[src/hw/rtl/cce_pkg.sv]
`default_nettype none

package cce_pkg;

  localparam int DEF_MAX_LAYER    = 64;
  localparam int DEF_MAX_KERNEL   = 9;
  localparam int DEF_SAMPLE_WIDTH = 16;

  localparam int MODE_W   = 2;
  localparam int POS_W    = 6;
  localparam int VALUE_W  = 16;
  localparam int RESULT_W = 40;
  localparam int LSIZE_W  = 7;
  localparam int KSIZE_W  = 4;
  localparam int CFG_W    = 7;
  localparam int CFG_AW   = 1;

  localparam logic [CFG_AW-1:0] REG_LAYER_SIZE  = 1'b0;
  localparam logic [CFG_AW-1:0] REG_KERNEL_SIZE = 1'b1;

  localparam logic [LSIZE_W-1:0] LAYER_SIZE_RST  = 7'd64;
  localparam logic [KSIZE_W-1:0] KERNEL_SIZE_RST = 4'd3;

  typedef enum logic [MODE_W-1:0] {
    MODE_KERNEL  = 2'd0,
    MODE_LAYER   = 2'd1,
    MODE_COMPUTE = 2'd2
  } mode_e;

  typedef struct packed {
    logic kwr;
    logic lwr;
    logic start;
    logic mod_step;
    logic wrap_step;
    logic mac_init;
    logic tap;
    logic finish;
  } cmd_t;

  typedef struct packed {
    logic wrap_zero;
    logic tap_last;
    logic pipe_busy;
  } sts_t;

endpackage

`default_nettype wire

[src/hw/rtl/cce_ctrl.sv]
`default_nettype none

module cce_ctrl (
  input  wire logic                          clk_i,
  input  wire logic                          rst_ni,
  input  wire logic                          in_valid_i,
  input  wire logic [cce_pkg::MODE_W-1:0]    mode_i,
  output logic                               in_stall_o,
  output logic                               out_valid_o,
  input  wire logic                          out_stall_i,
  input  wire cce_pkg::sts_t                 sts_i,
  output cce_pkg::cmd_t                      cmd_o
);

  import cce_pkg::*;

  typedef enum logic [5:0] {
    S_IDLE = 6'b000001,
    S_MOD  = 6'b000010,
    S_WRAP = 6'b000100,
    S_MAC  = 6'b001000,
    S_DRN  = 6'b010000,
    S_DONE = 6'b100000
  } state_e;

  localparam logic [2:0] MOD_LAST = 3'(POS_W - 1);

  state_e     state_q, state_d;
  logic [2:0] cnt_q, cnt_d;
  logic       out_vld_q, out_vld_d;
  logic       accept;
  cmd_t       cmd;

  assign in_stall_o = (state_q != S_IDLE);
  assign accept     = in_valid_i && !in_stall_o;

  always_comb begin
    state_d = state_q;
    cnt_d   = cnt_q;
    cmd     = '0;
    unique case (state_q)
      S_IDLE: begin
        if (accept) begin
          unique case (mode_i)
            MODE_KERNEL: cmd.kwr = 1'b1;
            MODE_LAYER:  cmd.lwr = 1'b1;
            MODE_COMPUTE: begin
              cmd.start = 1'b1;
              cnt_d     = '0;
              state_d   = S_MOD;
            end
            default: ;
          endcase
        end
      end
      S_MOD: begin
        cmd.mod_step = 1'b1;
        cnt_d        = cnt_q + 3'd1;
        if (cnt_q == MOD_LAST) begin
          state_d = S_WRAP;
        end
      end
      S_WRAP: begin
        if (sts_i.wrap_zero) begin
          cmd.mac_init = 1'b1;
          state_d      = S_MAC;
        end else begin
          cmd.wrap_step = 1'b1;
        end
      end
      S_MAC: begin
        cmd.tap = 1'b1;
        if (sts_i.tap_last) begin
          state_d = S_DRN;
        end
      end
      S_DRN: begin
        if (!sts_i.pipe_busy) begin
          state_d = S_DONE;
        end
      end
      S_DONE: begin
        if (!out_vld_q || !out_stall_i) begin
          cmd.finish = 1'b1;
          state_d    = S_IDLE;
        end
      end
      default: state_d = S_IDLE;
    endcase
  end

  assign out_vld_d = cmd.finish || (out_vld_q && out_stall_i);

  always_ff @(posedge clk_i or negedge rst_ni) begin
    if (!rst_ni) begin
      state_q   <= S_IDLE;
      cnt_q     <= '0;
      out_vld_q <= 1'b0;
    end else begin
      state_q   <= state_d;
      cnt_q     <= cnt_d;
      out_vld_q <= out_vld_d;
    end
  end

  assign out_valid_o = out_vld_q;
  assign cmd_o       = cmd;

endmodule

`default_nettype wire

[config.mk]
export PLATFORM = sky130hd
export DESIGN_NAME = cce_ctrl
export DESIGN_NICKNAME = d
export VERILOG_FILES = /design/src/hw/rtl/cce_pkg.sv /design/src/hw/rtl/cce_ctrl.sv
export SDC_FILE = /design/constraint.sdc
export NUM_CORES = 1
export LEC_CHECK = 0
export ABC_AREA = 1
export BUFFER_PORTS_ARGS = -buffer_cell sky130_fd_sc_hd__buf_4
export CAP_MARGIN = 20
export CORE_AREA = 2 2 39 41
export CTS_CLUSTER_DIAMETER = 30
export CTS_CLUSTER_SIZE = 25
export DETAILED_ROUTE_END_ITERATION = 10
export DIE_AREA = 0 0 41 43
export PLACE_DENSITY = 0.75
export SKIP_LAST_GASP = 1
export SYNTH_ARGS = -nofsm -noshare
export SYNTH_HDL_FRONTEND = slang
export SYNTH_SLANG_ARGS = --single-unit
[constraint.sdc]
create_clock -name clk_i -period 2.9 [get_ports clk_i]
set_input_delay 0.145 -clock clk_i [delete_from_list [all_inputs] [get_ports clk_i]]
set_output_delay 0.145 -clock clk_i [all_outputs]
set_load 0.01 [all_outputs]
### Yosys cells after proc, flatten, opt, wreduce, memory -nomap -nowiden

Cells that the tools add are included.

| word-level totals | value |
|---|---|
| memories | 0 |
| latch bits | 0 |
| logic and storage cells | 55 |
| RAM bits | 0 |
| register bits after elaboration | 10 |
| ROM bits | 0 |
| output and inout bits | 10 |

| operators by class | value |
|---|---|
| add/sub/neg operators | 1 |
| reductions and logical operators | 11 |
| multiplexer cells | 23 |
| $mul | 0 |
| div/mod/pow operators | 0 |
| eq/ne operators | 17 |
| shift-type cells | 0 |
| order comparisons | 0 |
| bitwise logic cells | 0 |

Operators by type and width:

| kind | count |
|---|---|
| $mux W6 | 7 |
| $pmux W6 S6 | 1 |
| $mux W3 | 4 |
| $ne A2 B2 Y1 const B | 6 |
| $mux W1 | 9 |
| $reduce_and A7 Y1 | 1 |
| $eq A6 B1 Y1 const B | 1 |
| $eq A6 B2 Y1 const B | 1 |
| $eq A6 B3 Y1 const B | 1 |
| $eq A6 B4 Y1 const B | 1 |
| $eq A6 B5 Y1 const B | 1 |
| $eq A6 B6 Y1 const B | 1 |
| $ne A6 B1 Y1 const B | 1 |
| $pmux W3 S2 | 1 |
| $add A3 B1 Y3 const B | 1 |
| $eq A3 B3 Y1 const B | 1 |
| $logic_not A1 Y1 | 3 |
| $reduce_and A3 Y1 | 1 |
| $eq A2 B1 Y1 const B | 1 |
| $eq A2 B2 Y1 const B | 1 |
| $logic_and A1 B1 Y1 | 2 |
| $logic_not A2 Y1 | 1 |
| $logic_or A1 B1 Y1 | 2 |
| $mux W2 | 1 |
| 2 further kinds | 2 |

### Depth between registers and ports, before layout

Gate-level depths: netlist of run 1.

| depth | value |
|---|---|
| depth after elaboration | 5 |
| gate-level depth with buffers | 8 |
| mapped depth without buffers | 8 |

### Least setup slack after synthesis of run 1

No wires, ideal clock.

| path | value |
|---|---|
| path kind | reg-to-output |
| start | register state_q[3] |
| end | output cmd_o[6] in the netlist's numbering |
| arrival time | 1.278 ns |
| required time | 2.755 ns |
| stages on the path, launching flop included | 6 |
| slack | 1.477 ns |
| path through | dfrtp_1 -> nor2_2 -> nand2_4 -> nor2_4 -> inv_1 -> nor4_1 |

RTL lines:

| what | line | text |
|---|---|---|
| start, declared | cce_ctrl.sv:28 | `state_e state_q, state_d;` |
| start signal, assigned | cce_ctrl.sv:100 | `state_q <= state_d;` |
| end, declared | cce_ctrl.sv:12 | `output cce_pkg::cmd_t cmd_o` |

==> impl_metrics.py, run 1 <==
metrics = {
    "finish": {
        "most-common-layout-cells": "18 x nand2_1, 18 x buf_4, 16 x inv_1",
        "final_nets": 122,
        "drive_gt1_share_pct": 30.00,
        "antenna-diode-count": 0,
        "syn2layout_area_growth_pct": 31.57,
        "fillers": 124,
    },
    "global_routing": {
        "antenna_found_initial": 0,
        "grt_max_degree": 11,
        "gr-usage-all-layers_pct": 19.76,
        "grt_pass1_wl_um": 2297,
        "overflow": 0,
        "grt_pass1_vias": 582,
    },
    "flow_run": {
        "drv_cap": 0,
    },
    "timing": {
        "timing.hold.ws_ps": 109.9,
        "slew_viol_final": 0,
        "max_freq_mhz": 572.7,
        "grt_setup_unrepaired": "no",
        "final.min_clock_period_ps": 1746,
        "tightest_slew_ps": 311.0,
        "skew_ps": 2.913,
        "tns_ps": 0,
        "fin_crit_sh_pct": 60.21,
        "hold_viol": 0,
        "max_slew_margin_pct": 79.24,
        "setup_viol": 0,
    },
    "yosys": {
        "syn_inst": 87,
        "synth_area_leader_cell": "dfrtp_1",
        "synth_top_area_share_pct": 35.29,
        "yosysSeqAreaShare_pct": 39.41,
        "synthArstFlopShare_pct": 100.0,
        "synth-seq-cells": 10,
        "synth_edf_count": 0,
        "synth_area_sq_um": 638.1,
        "synthTopCellsByArea": "dfrtp_1 35%, nand2_1 11%, inv_1 9.4%",
        "yosysWarnings": 0,
        "ys_dominant_reg_cell": "dfrtp_1",
        "syn_nets": 98,
        "syn_area_per_cell_sq_um": 7.335,
        "yosysUniqueCellTypes": 19,
    },
    "clock_tree": {
        "htree_levels": 1,
        "cts_buffer_depth": 2,
        "ctsResizeCount": 0,
        "cts_sinks": 10,
        "clk_pin_slew_ps": 70,
        "numCtsBuffers": 3,
        "clock_latency_ps": 270,
        "cts_tree": "built",
        "cts_setup_buffers": 0,
        "cts-root-buf": "clkbuf_4",
    },
    "power_and_ir_drop": {
        "power_density_nw_per_um2": 862.0,
        "peakVddDrop_mv": 0.4732,
        "p_leak_nw": 0.5064,
    },
    "drt": {
        "dr_total_vias": 640,
        "highest-signal-layer": "met4",
        "wirelength_um": 1379,
        "routed-wl-met3_um": 56,
        "wl_met2_um": 678,
        "drt_first_iter_violations": 18,
        "wl_met1_um": 606,
        "wire_per_inst_um": 10.94,
        "drcViolationCount": 0,
        "vias_per_cell": 5.079,
        "drt-pass1-iter-count": 4,
        "ant_nets": 0,
    },
    "worst_setup_path": {
        "crit_path_max_incr_delay_ps": 400,
        "crit_chain": "nor2_2 > nand2_4 > nor2_4 > inv_1 > nor4_1 > buf_4",
        "critical_path_required_ps": 2760,
        "r2r-start": "state_q[3]$_DFFE_PN0P_",
        "crit_arrival_ps": 1600,
        "worst-path-buf-inv": 2,
        "crit_start": "state_q[3]$_DFFE_PN0P_",
        "cpMaxStageDelayCell": "dfrtp_1",
        "setup.worst_path.end_class": "output port",
        "startpoint_type": "flop",
        "path_class": "reg2out",
        "critPathTopFamily": "simple AND/OR/NAND/NOR gates",
        "r2r_slack_ps": 1500,
        "cp_max_fo": 5,
    },
    "floorplan": {
        "chipWidth_um": 41,
        "die_h_um": 43,
        "pin_count": 19,
        "start_util_pct": 46.11,
        "core_sq_um": 1384,
        "row_count": 14,
        "die_area_sq_um": 1763,
    },
    "worst_hold_path": {
        "min-delay-path-class": "in2reg",
        "min_from": "out_stall_i",
    },
    "placement": {
        "portBuffers": 18,
        "gp_congestion": 0.7988,
        "hpwl_um": 1090,
    },
    "outcome": {
        "status": "complete, no violations",
    },
}
timing repair:
item	4_1_cts	5_1_grt
hold endpoints to repair	10	0
hold buffers	1	0
endpoints found under the setup margin	0	0
state kept, by name (all words and copies together) (netlist names):
| register | flops |
|---|---|
| out_valid_o | 1 |
| state_q | 6 |
| cnt_q | 3 |
cell usage after synthesis, drive strengths merged, types with 2 or more instances:
cell type	count
dfrtp	9
ha	2
nor2	15
nand2	21
nor4	2
nand4	4
nand3	11
inv	17
worst paths after layout:
kind	end	depth (start not counted)
setup / recovery	cmd_o[7]	6
min in group asynchronous	out_valid_o$_DFF_PN0_	2
hold reg to reg	cnt_q[2]$_DFFE_PN0P_	2
setup reg to reg	state_q[5]$_DFFE_PN0P_	8
hold / removal	out_valid_o$_DFF_PN0_	3
max in group asynchronous	state_q[0]$_DFFE_PN1P_	2
final cells by class:
type | count | area [sq um] | share of cell area, %
sequential | 10 | 251.5 | 29.96
inverter | 17 | 63.81 | 7.601
tap | 16 | 20.02 | 2.385
timing repair buffer | 19 | 145.1 | 17.29
clock buffer | 4 | 36.28 | 4.322
multi-input combinational | 60 | 322.8 | 38.45
worst reg2reg max path: stages, from the launching register on:
cell and delay, ps:
dfrtp_1 400, nor2_2 260, nand2_4 120, nor2_4 160, nand2_2 80, nand2_1 70, inv_2 60, nand3_1 90
nand2_1 60
stage by stage:
stage,util [%],total power [W],instance area (sq um),instances,setup slack [ps]
final,60.67,0.0007237,839.6,126,1154
after global routing,60.67,0.0007918,839.6,126,1063
after CTS,60.67,0.0007302,839.6,126,1161
after detailed placement,57.32,0.0006000,793.3,121,1461
after global placement,57.32,0.0005916,793.3,121,1486
after floorplan,-,0.0004951,638.1,87,1477
logic make-up (layout without fill, tap and decap cells):
family	after synthesis	in the layout	synth area share, %
simple gates	53	53	41.56
buf+inv	17	40	10.00
flops	10	10	39.41
compound gates	4	4	3.725
fa+ha+maj	2	2	3.921
xor+xnor	1	1	1.373
routing by layer:
layer	track usage, %	vias to the layer above
met4	12.00	0
met2	31.87	24
li1	-	323
met1	22.85	288
met3	3.141	5
met5	0	-
where the power goes:
part | total, W | internal [W] | switching [W]
Clock | 0.000126 | 0.0000763 | 0.0000493
Sequential | 0.000226 | 0.000188 | 0.0000377
Combinational | 0.000372 | 0.000139 | 0.000234
Power figures use the tool's default switching activity.
==> run 2: changes to the inputs <==
Settings changed: CORE_AREA 2 2 39 41 to default, CORE_UTILIZATION from default to 44, DIE_AREA 0 0 41 43 to default, PLACE_DENSITY 0.75 to 0.73.
Clock period 2.9 ns to 1.5 ns, I/O delays scaled along.
==> run 2 against run 1 <==
The run now ends with setup timing left. Global-route usage grew 8.7 points. Power grew to 2.5 times the previous value. Setup slack lost 1200 ps. Register-to-register slack lost 1500 ps. Design area grew 21%. Die area shrank 8.9%. Clock skew grew 9.3 ps. Routed wire length grew 45%. Worst hold slack lost 78 ps. Critical path type is now reg2reg. Highest routed layer unchanged.
==> impl_metrics.py, run 2 (synthesized netlist as in run 1, its figures left out) <==
metrics = {
    "outcome": {
        "status": "finished, violations left",
        "failed_checks": "setup timing",
    },
    "worst_setup_path": {
        "crit_chain": "nor2_4 > nand2_4 > buf_6 > a21oi_1 > nand2_1 > nand2_1 > o31ai_1",
        "path_class": "reg2reg",
        "critical_path_required_ps": 1630,
        "crit_path_max_incr_delay_ps": 430,
        "setup.worst_path.end_class": "flop",
        "cp_max_fo": 3,
        "r2r-start": "state_q[4]$_DFFE_PN0P_",
        "cpMaxStageDelayCell": "dfrtp_1",
        "worst-r2r-cell-count": 7,
        "crit_arrival_ps": 1650,
        "crit_top_cell": "nand2_1",
        "startpoint_type": "flop",
        "r2r_slack_ps": -20,
        "rr_endpoint": "cnt_q[1]$_DFFE_PN0P_",
    },
    "clock_tree": {
        "htree_levels": 1,
        "clock_latency_ps": 280,
        "cts_buffer_depth": 2,
        "cts_sinks": 10,
        "numCtsBuffers": 3,
        "cts-root-buf": "clkbuf_4",
        "clk_pin_slew_ps": 80,
        "cts_tree": "built",
    },
    "finish": {
        "largest_reg_flops": 6,
        "drive_gt1_share_pct": 44.26,
        "most-common-layout-cells": "28 x buf_4, 16 x nand2_1, 15 x inv_1",
        "antenna-diode-count": 0,
        "final_nets": 134,
        "max_flop_register": "state_q",
        "syn2layout_area_growth_pct": 58.82,
        "layout_commonest_cell": "buf_4",
    },
    "timing": {
        "final.min_clock_period_ps": 1516,
        "fin_ws_ps": -16.18,
        "slew_viol_final": 0,
        "grt_setup_unrepaired": "yes",
        "setup_viol": 3,
        "fin_crit_sh_pct": 101.1,
        "tightest_slew_ps": 387.2,
        "timing.hold.ws_ps": 32.13,
        "max_freq_mhz": 659.6,
        "skew_ps": 12.17,
        "max_slew_margin_pct": 73.97,
        "hold_viol": 0,
    },
    "power_and_ir_drop": {
        "power_density_nw_per_um2": 1815,
        "peakVddDrop_mv": 1.217,
        "p_leak_nw": 0.5789,
    },
    "worst_hold_path": {
        "whs_endpoint": "out_valid_o$_DFF_PN0_",
        "whs_path_depth": 3,
        "min_from": "out_stall_i",
        "min-delay-path-class": "in2reg",
    },
    "floorplan": {
        "row_count": 13,
        "die_h_um": 40.08,
        "core_sq_um": 1318,
        "start_util_pct": 48.43,
        "pin_count": 19,
        "chipWidth_um": 40.08,
        "die_area_sq_um": 1606,
    },
    "placement": {
        "gp_congestion": 0.8678,
        "hpwl_um": 1210,
        "portBuffers": 18,
        "pre_cts_ws_ps": 61.49,
    },
    "drt": {
        "drt_first_iter_violations": 44,
        "drt-pass1-iter-count": 4,
        "drcViolationCount": 0,
        "dr_total_vias": 752,
        "wire_per_inst_um": 14.63,
        "ant_nets": 0,
        "vias_per_cell": 5.489,
        "wirelength_um": 2004,
    },
    "global_routing": {
        "gr-usage-all-layers_pct": 28.49,
        "antenna_found_initial": 0,
        "overflow": 0,
        "grt_pass1_vias": 699,
        "grt_pass1_wl_um": 2925,
        "grt_max_degree": 11,
    },
    "flow_run": {
        "drv_cap": 0,
    },
}
==> run 2: worst max-delay path by stage <==
stage	cells past startpoint	slack (ps)	start	to
2_1_floorplan	5	150	state_q[3]$_DFFE_PN0P_	cmd_o[6]
3_3_place_gp	6	160	state_q[4]$_DFFE_PN0P_	cmd_o[7]
3_5_place_dp	6	60	state_q[4]$_DFFE_PN0P_	cmd_o[6]
4_1_cts	6	-60	state_q[5]$_DFFE_PN0P_	cmd_o[7]
5_1_grt	7	-100	state_q[4]$_DFFE_PN0P_	cnt_q[1]$_DFFE_PN0P_
6_report	7	-20	state_q[4]$_DFFE_PN0P_	cnt_q[1]$_DFFE_PN0P_
==> run 2: layout make-up <==
type,count,area (sq um)
fillers,93,304.0
inverters,17,68.82
flip-flops and latches,10,251.5
multi-input cells,60,395.4
well taps,15,18.77
repair buffers,31,242.7
clock buffers,4,36.28
==> run 2: worst max-delay path: cells and delay by family (launching register included) <==
kind            cells  cell delay (ps)
compound gates      2              360
flops               1              430
buf+inv             1              130
simple gates        4              440
==> run 2: report_power, final <==
group	internal [W]	switching [W]
Combinational	0.000487	0.000640
Clock	0.000148	0.000107
Sequential	0.000364	0.0000946
==> run 2: stage by stage <==
stage	power [W]	std cells	cell area, sq um	setup TNS (ps)	util [%]
after global routing	0.001972	137	1013	-447.0	76.92
after floorplan	0.0009571	87	638.1	0	-
final	0.001839	137	1013	-32.91	76.92
after detailed placement	0.001198	121	799.5	0	60.68
after CTS	0.001601	133	923.4	-61.07	70.09
after global placement	0.001162	121	799.5	0	60.68
==> run 2: repair_timing <==
item | 4_1_cts | 5_1_grt
resized for setup | 6 | 14
buffers inserted | 7 | 4
hold buffers | 1 | 0
pin swaps | 3 | 9
endpoints found under the hold margin | 10 | 0
cloned | 0 | 0
endpoints found under the setup margin | 3 | 7
==> run 2: layer usage <==
| metal | vias up | GRT usage, % | wire length (um) |
|---|---|---|---|
| met5 | - | 0 | 0 |
| met4 | 0 | 19.83 | 59 |
| met3 | 9 | 5.000 | 68 |
| met2 | 35 | 47.58 | 1083 |
| met1 | 362 | 32.53 | 793 |
| li1 | 346 | - | - |
==> run 3: changes to the inputs <==
--- a/constraint.sdc
+++ b/constraint.sdc
@@ -3,2 +3,2 @@
 set_output_delay 0.075 -clock clk_i [all_outputs]
-set_load 0.01 [all_outputs]
+set_load 0.02 [all_outputs]
==> run 3 against run 2 <==
The run still ends with setup timing left. Sequential share of layout area up 0.95 points. Clock skew down 4.0 ps. Register-to-register slack better by 70 ps. First-iteration DRC count down 73%. Design area down 3.7%. Final cell count down 0.73%. Routed wire length down 19%. Critical path type is now reg2out. Critical endpoint is now cmd_o[6]. Largest power group unchanged.
==> impl_metrics.py, run 3 (synthesized netlist as in run 1, its figures left out) <==
metrics = {
    "outcome": {
        "status": "finished, violations left",
        "failed_checks": "setup timing",
    },
    "clock_tree": {
        "cts_sinks": 10,
        "numCtsBuffers": 3,
        "cts_buffer_depth": 2,
        "htree_levels": 1,
        "cts-root-buf": "clkbuf_4",
        "clock_latency_ps": 270,
        "cts_tree": "built",
        "clk_pin_slew_ps": 80,
    },
    "drt": {
        "wire_per_inst_um": 11.88,
        "drt-pass1-iter-count": 4,
        "drt_first_iter_violations": 12,
        "drcViolationCount": 0,
        "wirelength_um": 1616,
        "dr_total_vias": 696,
        "vias_per_cell": 5.118,
        "ant_nets": 0,
    },
    "timing": {
        "max_freq_mhz": 662.9,
        "tightest_slew_ps": 327.7,
        "max_slew_margin_pct": 78.13,
        "final.min_clock_period_ps": 1508,
        "fin_crit_sh_pct": 100.6,
        "grt_setup_unrepaired": "yes",
        "skew_ps": 8.180,
        "slew_viol_final": 0,
        "fin_ws_ps": -8.455,
        "setup_viol": 1,
        "hold_viol": 0,
    },
    "floorplan": {
        "start_util_pct": 48.43,
        "die_area_sq_um": 1606,
        "core_sq_um": 1318,
        "die_h_um": 40.08,
        "pin_count": 19,
        "row_count": 13,
        "chipWidth_um": 40.08,
    },
    "global_routing": {
        "grt_max_degree": 11,
        "overflow": 0,
        "grt_pass1_vias": 610,
        "gr-usage-all-layers_pct": 23.72,
        "grt_pass1_wl_um": 2484,
        "antenna_found_initial": 0,
    },
    "worst_setup_path": {
        "rr_endpoint": "state_q[2]$_DFFE_PN0P_",
        "r2r-start": "state_q[3]$_DFFE_PN0P_",
        "cp_max_fo": 4,
        "critical_path_required_ps": 1420,
        "crit_chain": "nand2_4 > nor2_4 > inv_2 > nor4_2 > buf_4",
        "setup.worst_path.end_class": "output port",
        "cpMaxStageDelayCell": "dfstp_2",
        "path_class": "reg2out",
        "r2r_slack_ps": 50,
        "crit_path_max_incr_delay_ps": 580,
        "endpoint": "cmd_o[6]",
        "crit_start": "state_q[0]$_DFFE_PN1P_",
        "startpoint_type": "flop",
        "crit_arrival_ps": 1430,
        "worst-r2r-cell-count": 9,
    },
    "finish": {
        "max_flop_register": "state_q",
        "instances_no_fill": 136,
        "largest_reg_flops": 6,
        "syn2layout_area_growth_pct": 52.94,
        "drive_gt1_share_pct": 42.98,
        "fillers": 110,
        "final_nets": 133,
        "layout_commonest_cell": "buf_4",
        "most-common-layout-cells": "27 x buf_4, 16 x nand2_1, 15 x inv_1",
        "antenna-diode-count": 0,
    },
    "power_and_ir_drop": {
        "power_density_nw_per_um2": 1798,
        "clockPowerShare_pct": 14.4,
        "switching_share_pct": 44.79,
        "seqPwrFrac_pct": 25.3,
        "p_leak_nw": 0.5698,
        "p_switching_w": 0.0007861,
        "peakVddDrop_mv": 1.308,
        "power_frac_comb_pct": 60.3,
        "p_int_w": 0.0009688,
    },
    "placement": {
        "hpwl_um": 1120,
        "gp_congestion": 0.7769,
        "dp_cells": 122,
        "portBuffers": 18,
        "pre_cts_ws_ps": 164.2,
    },
    "worst_hold_path": {
        "min-delay-path-class": "in2reg",
        "whs_path_depth": 3,
    },
    "flow_run": {
        "drv_cap": 0,
    },
}
## run 3: what timing repair did
item                                   CTS  global route
resized for setup                        3            10
setup buffers                            8             3
pin swaps                                4             7
hold buffers                             1             0
endpoints found under the hold margin   10             0
setup endpoints to repair                2            15
## run 3: layout make-up
cell class / instances / area [sq um] / area share (%)
Clock buffer: 4 / 36.28 / 3.718
Inverter: 17 / 63.81 / 6.538
Multi-Input combinational cell: 60 / 370.4 / 37.95
Sequential cell: 10 / 251.5 / 25.77
Tap cell: 15 / 18.77 / 1.923
Timing Repair Buffer: 30 / 235.2 / 24.10
## run 3: stage by stage
step | total power, W | hold slack (ps) | instance area (sq um) | setup TNS (ps) | utilization (%)
floorplan | 0.0009924 | -220.6 | 638.1 | -347.6 | -
finish | 0.001755 | 26.70 | 975.9 | -8.455 | 74.07
global placement | 0.001204 | -84.71 | 807.0 | 0 | 61.25
detailed placement | 0.001227 | -83.70 | 807.0 | 0 | 61.25
CTS | 0.001658 | 29.35 | 925.9 | -196.8 | 70.28
global route | 0.001876 | 36.88 | 975.9 | -483.8 | 74.07
## run 3: routing by layer
layer  vias to the layer above  part of all wire (%)  GRT usage (%)
met4                         0                  0.62          6.897
met2                        23                    49          40.73
met1                       325                    44          28.42
met5                         -                     0              0
li1                        346                     -              -
met3                         2                   5.6          6.667
## run 3: how the worst min path moves through the flow
stage / startpoint / to / slack, ps
after CTS: out_stall_i / out_valid_o$_DFF_PN0_ / 30
after global placement: rst_ni / out_valid_o$_DFF_PN0_ / -80
after detailed placement: rst_ni / out_valid_o$_DFF_PN0_ / -80
after floorplan: rst_ni / cnt_q[0]$_DFFE_PN0P_ / -220
after global routing: out_stall_i / out_valid_o$_DFF_PN0_ / 40
final: out_stall_i / out_valid_o$_DFF_PN0_ / 30
## run 3: critical path: cells and delay by family, from the launching register on
| kind | cells | cell delay (ps) |
|---|---|---|
| simple gates | 3 | 330 |
| flops | 1 | 580 |
| buf+inv | 2 | 250 |
## run 3: power by group through the flow
stage                     sequential (W)  combinational [W]  clock, W
after floorplan                 0.000426           0.000566         0
after global routing            0.000455            0.00115  0.000267
after CTS                       0.000434           0.000970  0.000254
final                           0.000444            0.00106  0.000253
after detailed placement        0.000441           0.000786         0
after global placement          0.000439           0.000765         0
